--- config.mk ---
export PLATFORM = sky130hd
export DESIGN_NAME = source_map_segment_vlq_encoder
export DESIGN_NICKNAME = d
export VERILOG_FILES = /design/src/sv/smvlq_pkg.sv /design/src/sv/smvlq_vlq_unit.sv /design/src/sv/source_map_segment_vlq_encoder.sv
export SDC_FILE = /design/constraint.sdc
export NUM_CORES = 1
export LEC_CHECK = 0
export ABC_AREA = 1
export BUFFER_PORTS_ARGS = -buffer_cell sky130_fd_sc_hd__buf_2
export CAP_MARGIN = 20
export CORE_MARGIN = 1.5
export CORE_UTILIZATION = 50
export DETAILED_ROUTE_END_ITERATION = 10
export GPL_TIMING_DRIVEN = 0
export PLACE_DENSITY = 0.68
export SLEW_MARGIN = 10
export SYNTH_ARGS = -nofsm -noshare
export SYNTH_HDL_FRONTEND = slang
export SYNTH_SLANG_ARGS = --single-unit
--- constraint.sdc ---
create_clock -name i_clk -period 9 [get_ports i_clk]
set_clock_uncertainty 0.05 [all_clocks]
set_input_delay 0 -clock i_clk [delete_from_list [all_inputs] [get_ports i_clk]]
set_output_delay 0 -clock i_clk [all_outputs]
set_load 0.02 [all_outputs]
--- src/sv/smvlq_pkg.sv ---
// ----------------------------------------------------------------------------
// smvlq_pkg
// shared types, character codes and base64 digit mapping for the segment
// vlq encoder
// ----------------------------------------------------------------------------
package smvlq_pkg;

    // request kinds carried on tuser
    typedef enum logic [1:0] {
        REQ_LOCATION = 2'd0,
        REQ_FUNCTION = 2'd1,
        REQ_EOL      = 2'd2,
        REQ_CLEAR    = 2'd3
    } t_req;

    // segment field order
    typedef enum logic [2:0] {
        FLD_GCOL = 3'd0,
        FLD_FILE = 3'd1,
        FLD_LINE = 3'd2,
        FLD_COL  = 3'd3,
        FLD_NAME = 3'd4
    } t_fld;

    localparam int VAL_W  = 20;          // widest delta operand (zero-based line)
    localparam int CODE_W = VAL_W + 1;   // magnitude with sign in bit 0
    localparam int DIG_W  = 5;

    localparam logic [6:0] CHAR_COMMA = 7'h2C;
    localparam logic [6:0] CHAR_SEMI  = 7'h3B;
    localparam logic [6:0] CHAR_UPPER = 7'h41;
    localparam logic [6:0] CHAR_LOWER = 7'h61;
    localparam logic [6:0] CHAR_DIGIT = 7'h30;
    localparam logic [6:0] CHAR_PLUS  = 7'h2B;
    localparam logic [6:0] CHAR_SLASH = 7'h2F;

    // base64 alphabet A-Z a-z 0-9 + /
    function automatic logic [6:0] b64_char(input logic [5:0] d);
        logic [6:0] dd;
        dd = {1'b0, d};
        if (d < 6'd26) begin
            b64_char = CHAR_UPPER + dd;
        end else if (d < 6'd52) begin
            b64_char = CHAR_LOWER + dd - 7'd26;
        end else if (d < 6'd62) begin
            b64_char = CHAR_DIGIT + dd - 7'd52;
        end else if (d == 6'd62) begin
            b64_char = CHAR_PLUS;
        end else begin
            b64_char = CHAR_SLASH;
        end
    endfunction

endpackage

--- src/sv/smvlq_vlq_unit.sv ---
// ----------------------------------------------------------------------------
// smvlq_vlq_unit
// shared delta coder and digit slicer: turns a pair of values into a
// sign-folded vlq code, and peels one base64 digit off a code
// ----------------------------------------------------------------------------
module smvlq_vlq_unit
    import smvlq_pkg::*;
(
    input  logic [VAL_W-1:0]  i_now,
    input  logic [VAL_W-1:0]  i_before,
    input  logic [CODE_W-1:0] i_code,
    output logic [CODE_W-1:0] o_code,
    output logic [CODE_W-1:0] o_rest,
    output logic [6:0]        o_char,
    output logic              o_more
);

    logic [VAL_W:0]   diff;
    logic             neg;
    logic [VAL_W-1:0] mag;

    // signed difference folded to magnitude with sign in bit 0
    always_comb begin
        diff = {1'b0, i_now} - {1'b0, i_before};
        neg  = diff[VAL_W];
        mag  = neg ? (~diff[VAL_W-1:0] + 1'b1) : diff[VAL_W-1:0];
    end
    assign o_code = {mag, neg};

    // low five bits out, continuation flag when anything remains
    assign o_rest = i_code >> DIG_W;
    assign o_more = (o_rest != '0);
    assign o_char = b64_char({o_more, i_code[DIG_W-1:0]});

endmodule

--- src/sv/source_map_segment_vlq_encoder.sv ---
// ----------------------------------------------------------------------------
// source_map_segment_vlq_encoder
// source-map v3 mapping segment encoder producing base64 vlq characters
// ----------------------------------------------------------------------------
// One input word is taken when the encoder is idle, and it then streams the
// characters of that word out through a single output register. Each delta
// value is first loaded through the shared delta coder and then goes out one
// character per digit, so a location word gives an optional comma separator
// and four deltas, a function word adds a name delta, an end of line gives a
// semicolon and then any held segment, and a clear gives no characters.
// Backpressure on the output holds the stream. The last character of each
// word that gives characters carries tlast.
module source_map_segment_vlq_encoder
    import smvlq_pkg::*;
(
    input  logic        i_clk,
    input  logic        i_rst_n,
    input  logic        i_s_tvalid,
    output logic        o_s_tready,
    // [15:0] gen_column, [23:16] file_index, [44:24] src_line,
    // [61:45] src_column, [73:62] name_index, [79:74] zero
    input  logic [79:0] i_s_tdata,
    // [1:0] req_type
    input  logic [1:0]  i_s_tuser,
    output logic        o_m_tvalid,
    input  logic        i_m_tready,
    // [6:0] char_code, [7] zero
    output logic [7:0]  o_m_tdata,
    output logic        o_m_tlast
);

    typedef enum logic [4:0] {
        ST_IDLE = 5'b00001,
        ST_SEMI = 5'b00010,
        ST_SEP  = 5'b00100,
        ST_LOAD = 5'b01000,
        ST_EMIT = 5'b10000
    } t_state;

    t_state r_state, n_state;

    // input fields
    logic [15:0] s_gcol;
    logic [7:0]  s_file;
    logic [20:0] s_line;
    logic [16:0] s_col;
    logic [11:0] s_name;
    t_req        s_req;
    logic        s_acc;

    assign s_gcol = i_s_tdata[15:0];
    assign s_file = i_s_tdata[23:16];
    assign s_line = i_s_tdata[44:24];
    assign s_col  = i_s_tdata[61:45];
    assign s_name = i_s_tdata[73:62];
    assign s_req  = t_req'(i_s_tuser);
    assign o_s_tready = (r_state == ST_IDLE);
    assign s_acc  = i_s_tvalid && o_s_tready;

    // previous segment and held location
    logic [15:0] r_prev_gcol;
    logic [7:0]  r_prev_file;
    logic [19:0] r_prev_line;
    logic [15:0] r_prev_col;
    logic [11:0] r_prev_name;
    logic        r_at_start;
    logic        r_held_valid;
    logic [7:0]  r_held_file;
    logic [20:0] r_held_line;
    logic [16:0] r_held_col;

    // operands of the segment in progress
    logic [15:0] r_gcol;
    logic [7:0]  r_file;
    logic [19:0] r_line0;
    logic [15:0] r_col0;
    logic [11:0] r_name;
    logic        r_with_name;
    t_fld        r_fld;
    logic [CODE_W-1:0] r_code;

    // output register
    logic        r_m_valid;
    logic [6:0]  r_m_char;
    logic        r_m_last;

    logic [19:0] held_line0;
    logic [15:0] held_col0;
    assign held_line0 = 20'(r_held_line - 21'd1);
    assign held_col0  = 16'(r_held_col - 17'd1);

    // operand selection for the shared unit
    logic [VAL_W-1:0] u_now, u_before;
    always_comb begin
        case (r_fld)
            FLD_GCOL: begin
                u_now    = VAL_W'(r_gcol);
                u_before = VAL_W'(r_prev_gcol);
            end
            FLD_FILE: begin
                u_now    = VAL_W'(r_file);
                u_before = VAL_W'(r_prev_file);
            end
            FLD_LINE: begin
                u_now    = r_line0;
                u_before = r_prev_line;
            end
            FLD_COL: begin
                u_now    = VAL_W'(r_col0);
                u_before = VAL_W'(r_prev_col);
            end
            FLD_NAME: begin
                u_now    = VAL_W'(r_name);
                u_before = VAL_W'(r_prev_name);
            end
            default: begin
                u_now    = '0;
                u_before = '0;
            end
        endcase
    end

    logic [CODE_W-1:0] u_code, u_rest;
    logic [6:0]        u_char;
    logic              u_more;

    smvlq_vlq_unit u_vlq (
        .i_now    (u_now),
        .i_before (u_before),
        .i_code   (r_code),
        .o_code   (u_code),
        .o_rest   (u_rest),
        .o_char   (u_char),
        .o_more   (u_more)
    );

    logic out_free;
    logic last_fld;
    assign out_free = !r_m_valid || i_m_tready;
    assign last_fld = r_with_name ? (r_fld == FLD_NAME) : (r_fld == FLD_COL);

    // sequencer next state
    always_comb begin
        n_state = r_state;
        case (r_state)
            ST_IDLE: begin
                if (s_acc) begin
                    case (s_req)
                        REQ_LOCATION, REQ_FUNCTION: n_state = r_at_start ? ST_LOAD : ST_SEP;
                        REQ_EOL:                    n_state = ST_SEMI;
                        default:                    n_state = ST_IDLE;
                    endcase
                end
            end
            ST_SEMI: begin
                if (out_free) n_state = r_held_valid ? ST_LOAD : ST_IDLE;
            end
            ST_SEP: begin
                if (out_free) n_state = ST_LOAD;
            end
            ST_LOAD: n_state = ST_EMIT;
            ST_EMIT: begin
                if (out_free && !u_more) n_state = last_fld ? ST_IDLE : ST_LOAD;
            end
            default: n_state = ST_IDLE;
        endcase
    end

    // control state
    always_ff @(posedge i_clk) begin
        if (!i_rst_n) begin
            r_state      <= ST_IDLE;
            r_at_start   <= 1'b1;
            r_held_valid <= 1'b0;
            r_prev_gcol  <= '0;
            r_prev_file  <= '0;
            r_prev_line  <= '0;
            r_prev_col   <= '0;
            r_prev_name  <= '0;
            r_held_file  <= '0;
            r_held_line  <= '0;
            r_held_col   <= '0;
            r_m_valid    <= 1'b0;
        end else begin
            r_state <= n_state;
            // accept a word
            if (s_acc) begin
                case (s_req)
                    REQ_LOCATION: begin
                        r_held_valid <= 1'b1;
                        r_held_file  <= s_file;
                        r_held_line  <= s_line;
                        r_held_col   <= s_col;
                        r_at_start   <= 1'b0;
                    end
                    REQ_FUNCTION: r_at_start <= 1'b0;
                    REQ_EOL: begin
                        r_at_start  <= 1'b1;
                        r_prev_gcol <= '0;
                    end
                    default: r_held_valid <= 1'b0;
                endcase
            end
            // held segment after the semicolon starts a fresh line
            if (r_state == ST_SEMI && out_free && r_held_valid) begin
                r_at_start <= 1'b0;
            end
            // previous values move up as each field is coded
            if (r_state == ST_LOAD) begin
                case (r_fld)
                    FLD_GCOL: r_prev_gcol <= r_gcol;
                    FLD_FILE: r_prev_file <= r_file;
                    FLD_LINE: r_prev_line <= r_line0;
                    FLD_COL:  r_prev_col  <= r_col0;
                    FLD_NAME: r_prev_name <= r_name;
                    default:  r_prev_name <= r_prev_name;
                endcase
            end
            // output valid
            if (out_free && (r_state == ST_SEMI || r_state == ST_SEP
                             || r_state == ST_EMIT)) begin
                r_m_valid <= 1'b1;
            end else if (i_m_tready) begin
                r_m_valid <= 1'b0;
            end
        end
    end

    // payload registers
    always_ff @(posedge i_clk) begin
        if (s_acc) begin
            r_gcol      <= s_gcol;
            r_file      <= s_file;
            r_line0     <= 20'(s_line - 21'd1);
            r_col0      <= (s_req == REQ_LOCATION) ? 16'(s_col - 17'd1) : 16'd0;
            r_name      <= s_name;
            r_with_name <= (s_req == REQ_FUNCTION);
            r_fld       <= FLD_GCOL;
        end
        if (r_state == ST_SEMI && out_free) begin
            r_gcol      <= '0;
            r_file      <= r_held_file;
            r_line0     <= held_line0;
            r_col0      <= held_col0;
            r_with_name <= 1'b0;
            r_fld       <= FLD_GCOL;
        end
        if (r_state == ST_LOAD) begin
            r_code <= u_code;
        end
        if (r_state == ST_EMIT && out_free) begin
            r_code <= u_rest;
            if (!u_more && !last_fld) r_fld <= t_fld'(r_fld + 3'd1);
        end
        // output character
        if (out_free) begin
            case (r_state)
                ST_SEMI: begin
                    r_m_char <= CHAR_SEMI;
                    r_m_last <= !r_held_valid;
                end
                ST_SEP: begin
                    r_m_char <= CHAR_COMMA;
                    r_m_last <= 1'b0;
                end
                ST_EMIT: begin
                    r_m_char <= u_char;
                    r_m_last <= !u_more && last_fld;
                end
                default: begin
                    r_m_char <= r_m_char;
                    r_m_last <= r_m_last;
                end
            endcase
        end
    end

    assign o_m_tvalid = r_m_valid;
    assign o_m_tdata  = {1'b0, r_m_char};
    assign o_m_tlast  = r_m_last;

endmodule

==> After elaboration in Yosys (flattened, before gate mapping) <==
Cells that the tools add are included.
{ "op_classes": {"addsub": 12, "n_lt_le_gt_ge": 3, "n_eq_ne": 16, "muxes": 42, "bitwise_logic": 2, "reduce_logical": 35} }
{ "ops": {"columns": ["op", "n"], "rows": [
  ["20-bit case mux with 5 select lines", 2],
  ["16-bit 2-to-1 mux", 9],
  ["20-bit 2-to-1 mux", 3],
  ["20-bit by 1-bit subtractor with 20-bit output, second input constant", 2],
  ["16-bit by 1-bit subtractor with 16-bit output, second input constant", 2],
  ["5-bit case mux with 5 select lines", 1],
  ["7-bit 2-to-1 mux", 3],
  ["7-bit case mux with 3 select lines", 1],
  ["21-bit nonzero test", 1],
  ["20-bit by 20-bit subtractor with 21-bit output", 1],
  ["20-bit by 1-bit adder with 20-bit output, second input constant", 1],
  ["5-bit 2-to-1 mux", 4],
  ["20-bit inverter", 1],
  ["8-bit 2-to-1 mux", 2],
  ["2-bit AND reduction", 8],
  ["3-bit 2-to-1 mux", 5],
  ["7-bit by 6-bit adder with 7-bit output, first input constant", 2],
  ["6-bit < comparator, second input constant", 2],
  ["4-bit 2-to-1 mux", 3],
  ["1-bit logical AND", 8],
  ["4-bit case mux with 2 select lines", 1],
  ["2-bit nonzero test", 4],
  ["6-bit by 6-bit adder with 7-bit output, first input constant", 1],
  ["7-bit by 5-bit subtractor with 7-bit output, second input constant", 1],
  ["27 further kinds", 42]
]} }
{ "word_totals": {"regBits": 229, "in_bits": 86} }

==> Depth between registers and ports, before layout <==
{ "depth": {"ltp_word": 8, "ltp_mapped": 30, "depth_no_buf": 29} }

==> By module <==
From an unflattened synthesis, not the netlist that was laid out.
{ "hier_totals": {"cells_unflattened": 1926, "area_unflattened_um2": 13568.0} }
{ "by_module_without_submodules": {"columns": ["module", "n_inst", "cells_per_inst", "area_each_um2", "seq_area_each_um2"], "rows": [
  ["source_map_segment_vlq_encoder", 1, 1438, 11009.3, 5435.2],
  ["smvlq_vlq_unit", 1, 488, 2558.7, 0.0]
]} }

==> Least setup slack after synthesis <==
Ideal clock, no wire load.
{ "synth_timing": {"path_kind": "register -> register", "startpoint": "reg r_fld[0]", "endpoint": "reg r_code[15] (data pin)", "setup_ns": 0.254, "arrival_time_ns": 3.460, "slack_ns": 5.236, "stages_incl_launch_ff": 22, "synth_period_minus_slack_ns": 3.764, "path_cell_list": "dfxtp_1 -> ha_1 -> ha_1 -> clkbuf_1 -> buf_1 -> nand2_1 -> o21ai_0 -> o21ai_0 -> ha_1 -> fa_1 -> ha_1 -> inv_1 -> nor2_1 -> nand3_1 -> nor2_1 -> nand2_1 -> nor2_1 -> nand3_1 -> nor2_1 -> o21ai_0 -> nand3_1 -> nand2_1"} }
{ "synth_via": {"elab_chain_len": 8} }
{ "synth_rtl": {"columns": ["element", "line_no", "rtl"], "rows": [
  ["start, declared", "source_map_segment_vlq_encoder.sv:79", "t_fld r_fld;"],
  ["start signal, assigned", "source_map_segment_vlq_encoder.sv:253", "if (!u_more && !last_fld) r_fld <= t_fld'(r_fld + 3'd1);"],
  ["3-bit equality test, or another cell as far along", "source_map_segment_vlq_encoder.sv:95", "case (r_fld)"],
  ["20-bit case mux with 5 select lines", "source_map_segment_vlq_encoder.sv:95", null],
  ["20-bit by 20-bit subtractor with 21-bit output (*)", "smvlq_vlq_unit.sv:24", "diff = {1'b0, i_now} - {1'b0, i_before};"],
  ["20-bit inverter", "smvlq_vlq_unit.sv:26", "mag = neg ? (~diff[VAL_W-1:0] + 1'b1) : diff[VAL_W-1:0];"],
  ["20-bit by 1-bit adder with 20-bit output", "smvlq_vlq_unit.sv:26", null],
  ["20-bit 2-to-1 mux (*)", "smvlq_vlq_unit.sv:26", null],
  ["16-bit 2-to-1 mux (*)", "source_map_segment_vlq_encoder.sv:248", "if (r_state == ST_LOAD) begin"],
  ["16-bit 2-to-1 mux (*)", "source_map_segment_vlq_encoder.sv:251", "if (r_state == ST_EMIT && out_free) begin"],
  ["end signal, assigned", "source_map_segment_vlq_encoder.sv:249", "r_code <= u_code;"],
  ["end signal, assigned", "source_map_segment_vlq_encoder.sv:252", "r_code <= u_rest;"],
  ["end, declared", "source_map_segment_vlq_encoder.sv:80", "logic [CODE_W-1:0] r_code;"]
]} }
Mark *: on every way between the ends. The rest lies on a longest branch, timed or not. The select of a mux whose other input is x is not followed.
A chain may end at the register's enable or synchronous reset.

==> Final worst setup path <==
{ "layout_timing": {"startpoint": "reg r_fld[0]", "endpoint": "reg r_code[8] (data pin)"} }
The elaborated chain is that of the path after synthesis.

==> flow_metrics.env <==
export IMPL_path_buf_inv=6
export IMPL_syn_avg_cell_area_um2=7.21
export IMPL_grtUsageTotal_pct=28.5
export IMPL_fin_tns_setup_ns=0
export IMPL_die_h_um=162
export IMPL_core_area_um2=25000
export IMPL_endpoint="r_code[8]"
export IMPL_finalCritPeriodShare_pct=55.4
export IMPL_crit_path_max_fanout=10
export IMPL_hold_viol_final=0
export IMPL_avgViaCountPerCell=5.34
export IMPL_cp_startpoint="r_fld[0]"
export IMPL_num_antenna_cells=0
export IMPL_r2r_start="r_fld[0]"
export IMPL_power_leakage_nw=6.64
export IMPL_dpl_hpwl_um=28600
export IMPL_cp_required_ns=9.22
export IMPL_crit_cells=25
export IMPL_grt_pass1_vias=11700
export IMPL_boundaryPins=97
export IMPL_port_buffers=87
export IMPL_overflow=0
export IMPL_synth_area_um2=12700
export IMPL_critPathTopFamily="simple AND/OR/NAND/NOR gates"
export IMPL_synth_top_area_cell="dfxtp_1"
export IMPL_detail_route_drc_violations=0
export IMPL_area_growth_pct=20.2
export IMPL_crit_slowest_cell="a221oi_1"
export IMPL_synth_top_area_share_pct=23.5
export IMPL_cts_clk_slew_worst_paths_ns=0.06
export IMPL_synth_cell_types=51
export IMPL_synth_flop_cell="dfxtp_1"
export IMPL_r2r_slack_ns=4.01
export IMPL_wirelength_um=37800
export IMPL_yosysMostFrequentCell="nand2_1"
export IMPL_cts_buffers=27
export IMPL_dr_pass1_iters=5
export IMPL_max_freq_mhz=200
export IMPL_clock_latency_ns=0.55
export IMPL_worstSetupPathType="reg -> reg"
export IMPL_synth_top_cells_by_area="dfxtp_1 23%, edfxtp_1 19%, nand2_1 15%, o21ai_0 5.5%, a21oi_1 5.4%"
export IMPL_synthCells=1763
export IMPL_cap_violations=0
export IMPL_fp_dieW_um=162
export IMPL_vias=12300
export IMPL_hp_class="in -> reg"
export IMPL_async_flop_share_pct=0
export IMPL_grt_first_pass_wirelength_um=58900
export IMPL_slew_headroom_pct=47.9
export IMPL_arrival_ns=5.21
export IMPL_cp_start_kind="flop"
export IMPL_drive_above_1_share_pct=9.03
export IMPL_grt_max_degree=31
export IMPL_slowest_delay_ns=0.55
export IMPL_clock_path_buffers=3
export IMPL_critical_path_most_common_cell="nand2_1"
export IMPL_endpoint_kind="flop"
export IMPL_ys_ff_latch=229
export IMPL_core_rowCount=58
export IMPL_peakVddDrop_mv=0.186
export IMPL_drtIter0Drc=1006
export IMPL_syn_nets=1889
export IMPL_status="finished clean"
export IMPL_antenna_left=0
export IMPL_start_util_pct=50.8
export IMPL_finalCriticalPeriod_ns=4.99
export IMPL_placed_area_um2=13600
export IMPL_die_area_um2=26400
export IMPL_antenna_found_initial=1
export IMPL_ys_warn_count=0
export IMPL_root_buffer="clkbuf_16"
export IMPL_r2r_end="r_code[8]"
export IMPL_nets=2087
export IMPL_rsz0062_at_grt="false"
export IMPL_power_per_cell_area_nw_per_um2=237
export IMPL_worst_slew_pin_slew_ns=0.779
export IMPL_setup_viol=0
export IMPL_cts_sinks=229
export IMPL_seq_area_frac_synth_pct=42.3
export IMPL_gp_congestion=0.985
export IMPL_hold_depth=2
export IMPL_fin_area_um2=15300
export IMPL_drv_slew=0
export IMPL_synth_enable_flop_cells=80
export IMPL_synth_commonest_cells="515 x nand2_1, 176 x nor2_1, 175 x inv_1"
export IMPL_fin_util_pct=61.1
export IMPL_post_drt_wl_per_cell_um=16.3
export IMPL_htreeDepth=1
export IMPL_cts_tree="built"
export IMPL_post_cts_buffers=0
export IMPL_reg2reg_depth=25
[report_power, final]
part | internal (mW) | leakage (nW) | total, mW | switching [mW]
combinational | 0.431 | 4.25 | 1.20 | 0.767
sequential | 1.24 | 1.95 | 1.35 | 0.105
clock | 0.632 | 0.439 | 1.08 | 0.445
[metrics by stage]
stage	hold WS [ns]	setup WS (ns)	instances	power [mW]
global placement	0.127	4.13	2180	2.48
global route	0.109	3.63	2312	3.86
detailed placement	0.129	4.13	2181	2.51
CTS	0.0920	4.12	2311	3.61
finish	0.107	4.01	2312	3.62
floorplan	0.0489	5.24	1763	2.19
[cell usage in the layout, fill, tap and decap left out, types with 25 or more instances in the layout]
cell / n
nand2_1: 514
ha_1: 39
edfxtp_1: 80
clkbuf_16: 28
xor2_1: 25
nor2_1: 176
o21ai_0: 139
buf_2: 94
a21oi_1: 138
nand3_1: 82
dfxtp_1: 149
clkbuf_1: 68
inv_1: 175
dlygate4sd3_1: 80
[worst reg2reg max path, stage by stage, from the launching register on]
cell      delay, ns
dfxtp_1        0.39
inv_1          0.08
ha_1           0.22
nand2_1        0.32
clkinv_1       0.35
clkbuf_1       0.36
a221oi_1       0.55
a21oi_1        0.15
ha_1           0.39
nand2_1        0.13
inv_1          0.06
nand2_1        0.10
nand2_1        0.08
nand2_1        0.06
nand2_1        0.05
nand2_1        0.09
nand3_1        0.08
nand2_1        0.08
nand2_1        0.05
nand2_1        0.05
nand2_1        0.14
inv_2          0.15
clkbuf_1       0.36
nand4_1        0.14
nand3_1        0.10
o21ai_0        0.13
[routing by layer]
| metal | GRT usage, % | wire [µm] |
|---|---|---|
| met1 | 35.2 | 15900 |
| met2 | 49.6 | 17800 |
| met3 | 3.26 | 2220 |
| met4 | 13.7 | 1880 |
| met5 | 0 | 0 |
[cell families (layout without fill, tap and decap cells)]
group | count (synthesis) | count (layout) | synth area share (%)
simple gates | 835 | 835 | 27.0
compound gates | 354 | 354 | 15.6
buf+inv | 258 | 477 | 7.83
flops | 229 | 229 | 42.3
xor+xnor | 45 | 45 | 3.10
fa+ha+maj | 40 | 40 | 3.99
other cells | 1 | 1 | 0.0295
mux | 1 | 1 | 0.0787
[timing repair]
action | in CTS | in global routing
hold endpoints to repair | 123 | 0
hold buffers | 80 | 0
gates resized for setup | 0 | 0
[final cells by class]
cell class / instances / area [µm²]
buffer: 71 / 294
clock buffer: 43 / 827
clock inverter: 7 / 55.1
fill: 2333 / 9750
inverter: 187 / 702
multi-input combinational: 1276 / 6340
sequential: 229 / 5390
tap: 330 / 413
timing repair buffer: 169 / 1270
[worst min-delay path by stage]
stage                             start          to
after floorplan           i_s_tdata[62]   r_name[0]
after global placement    i_s_tdata[63]   r_name[1]
after detailed placement  i_s_tdata[71]   r_name[9]
after CTS                 i_s_tdata[73]  r_name[11]
after global routing      i_s_tdata[70]   r_name[8]
final                     i_s_tdata[71]   r_name[9]
[state kept, by name, indices dropped and copies added, names as in the netlist, 3 cells and up]
signal	count
r_prev_name	12
r_file	8
r_prev_col	16
r_col0	16
r_prev_gcol	16
r_line0	20
r_prev_file	8
r_held_col	16
r_code	21
r_held_line	20
r_fld	3
r_gcol	16
r_state	5
r_m_char	7
r_name	12
r_held_file	8
r_prev_line	20
(Power assumes the default switching activity.)
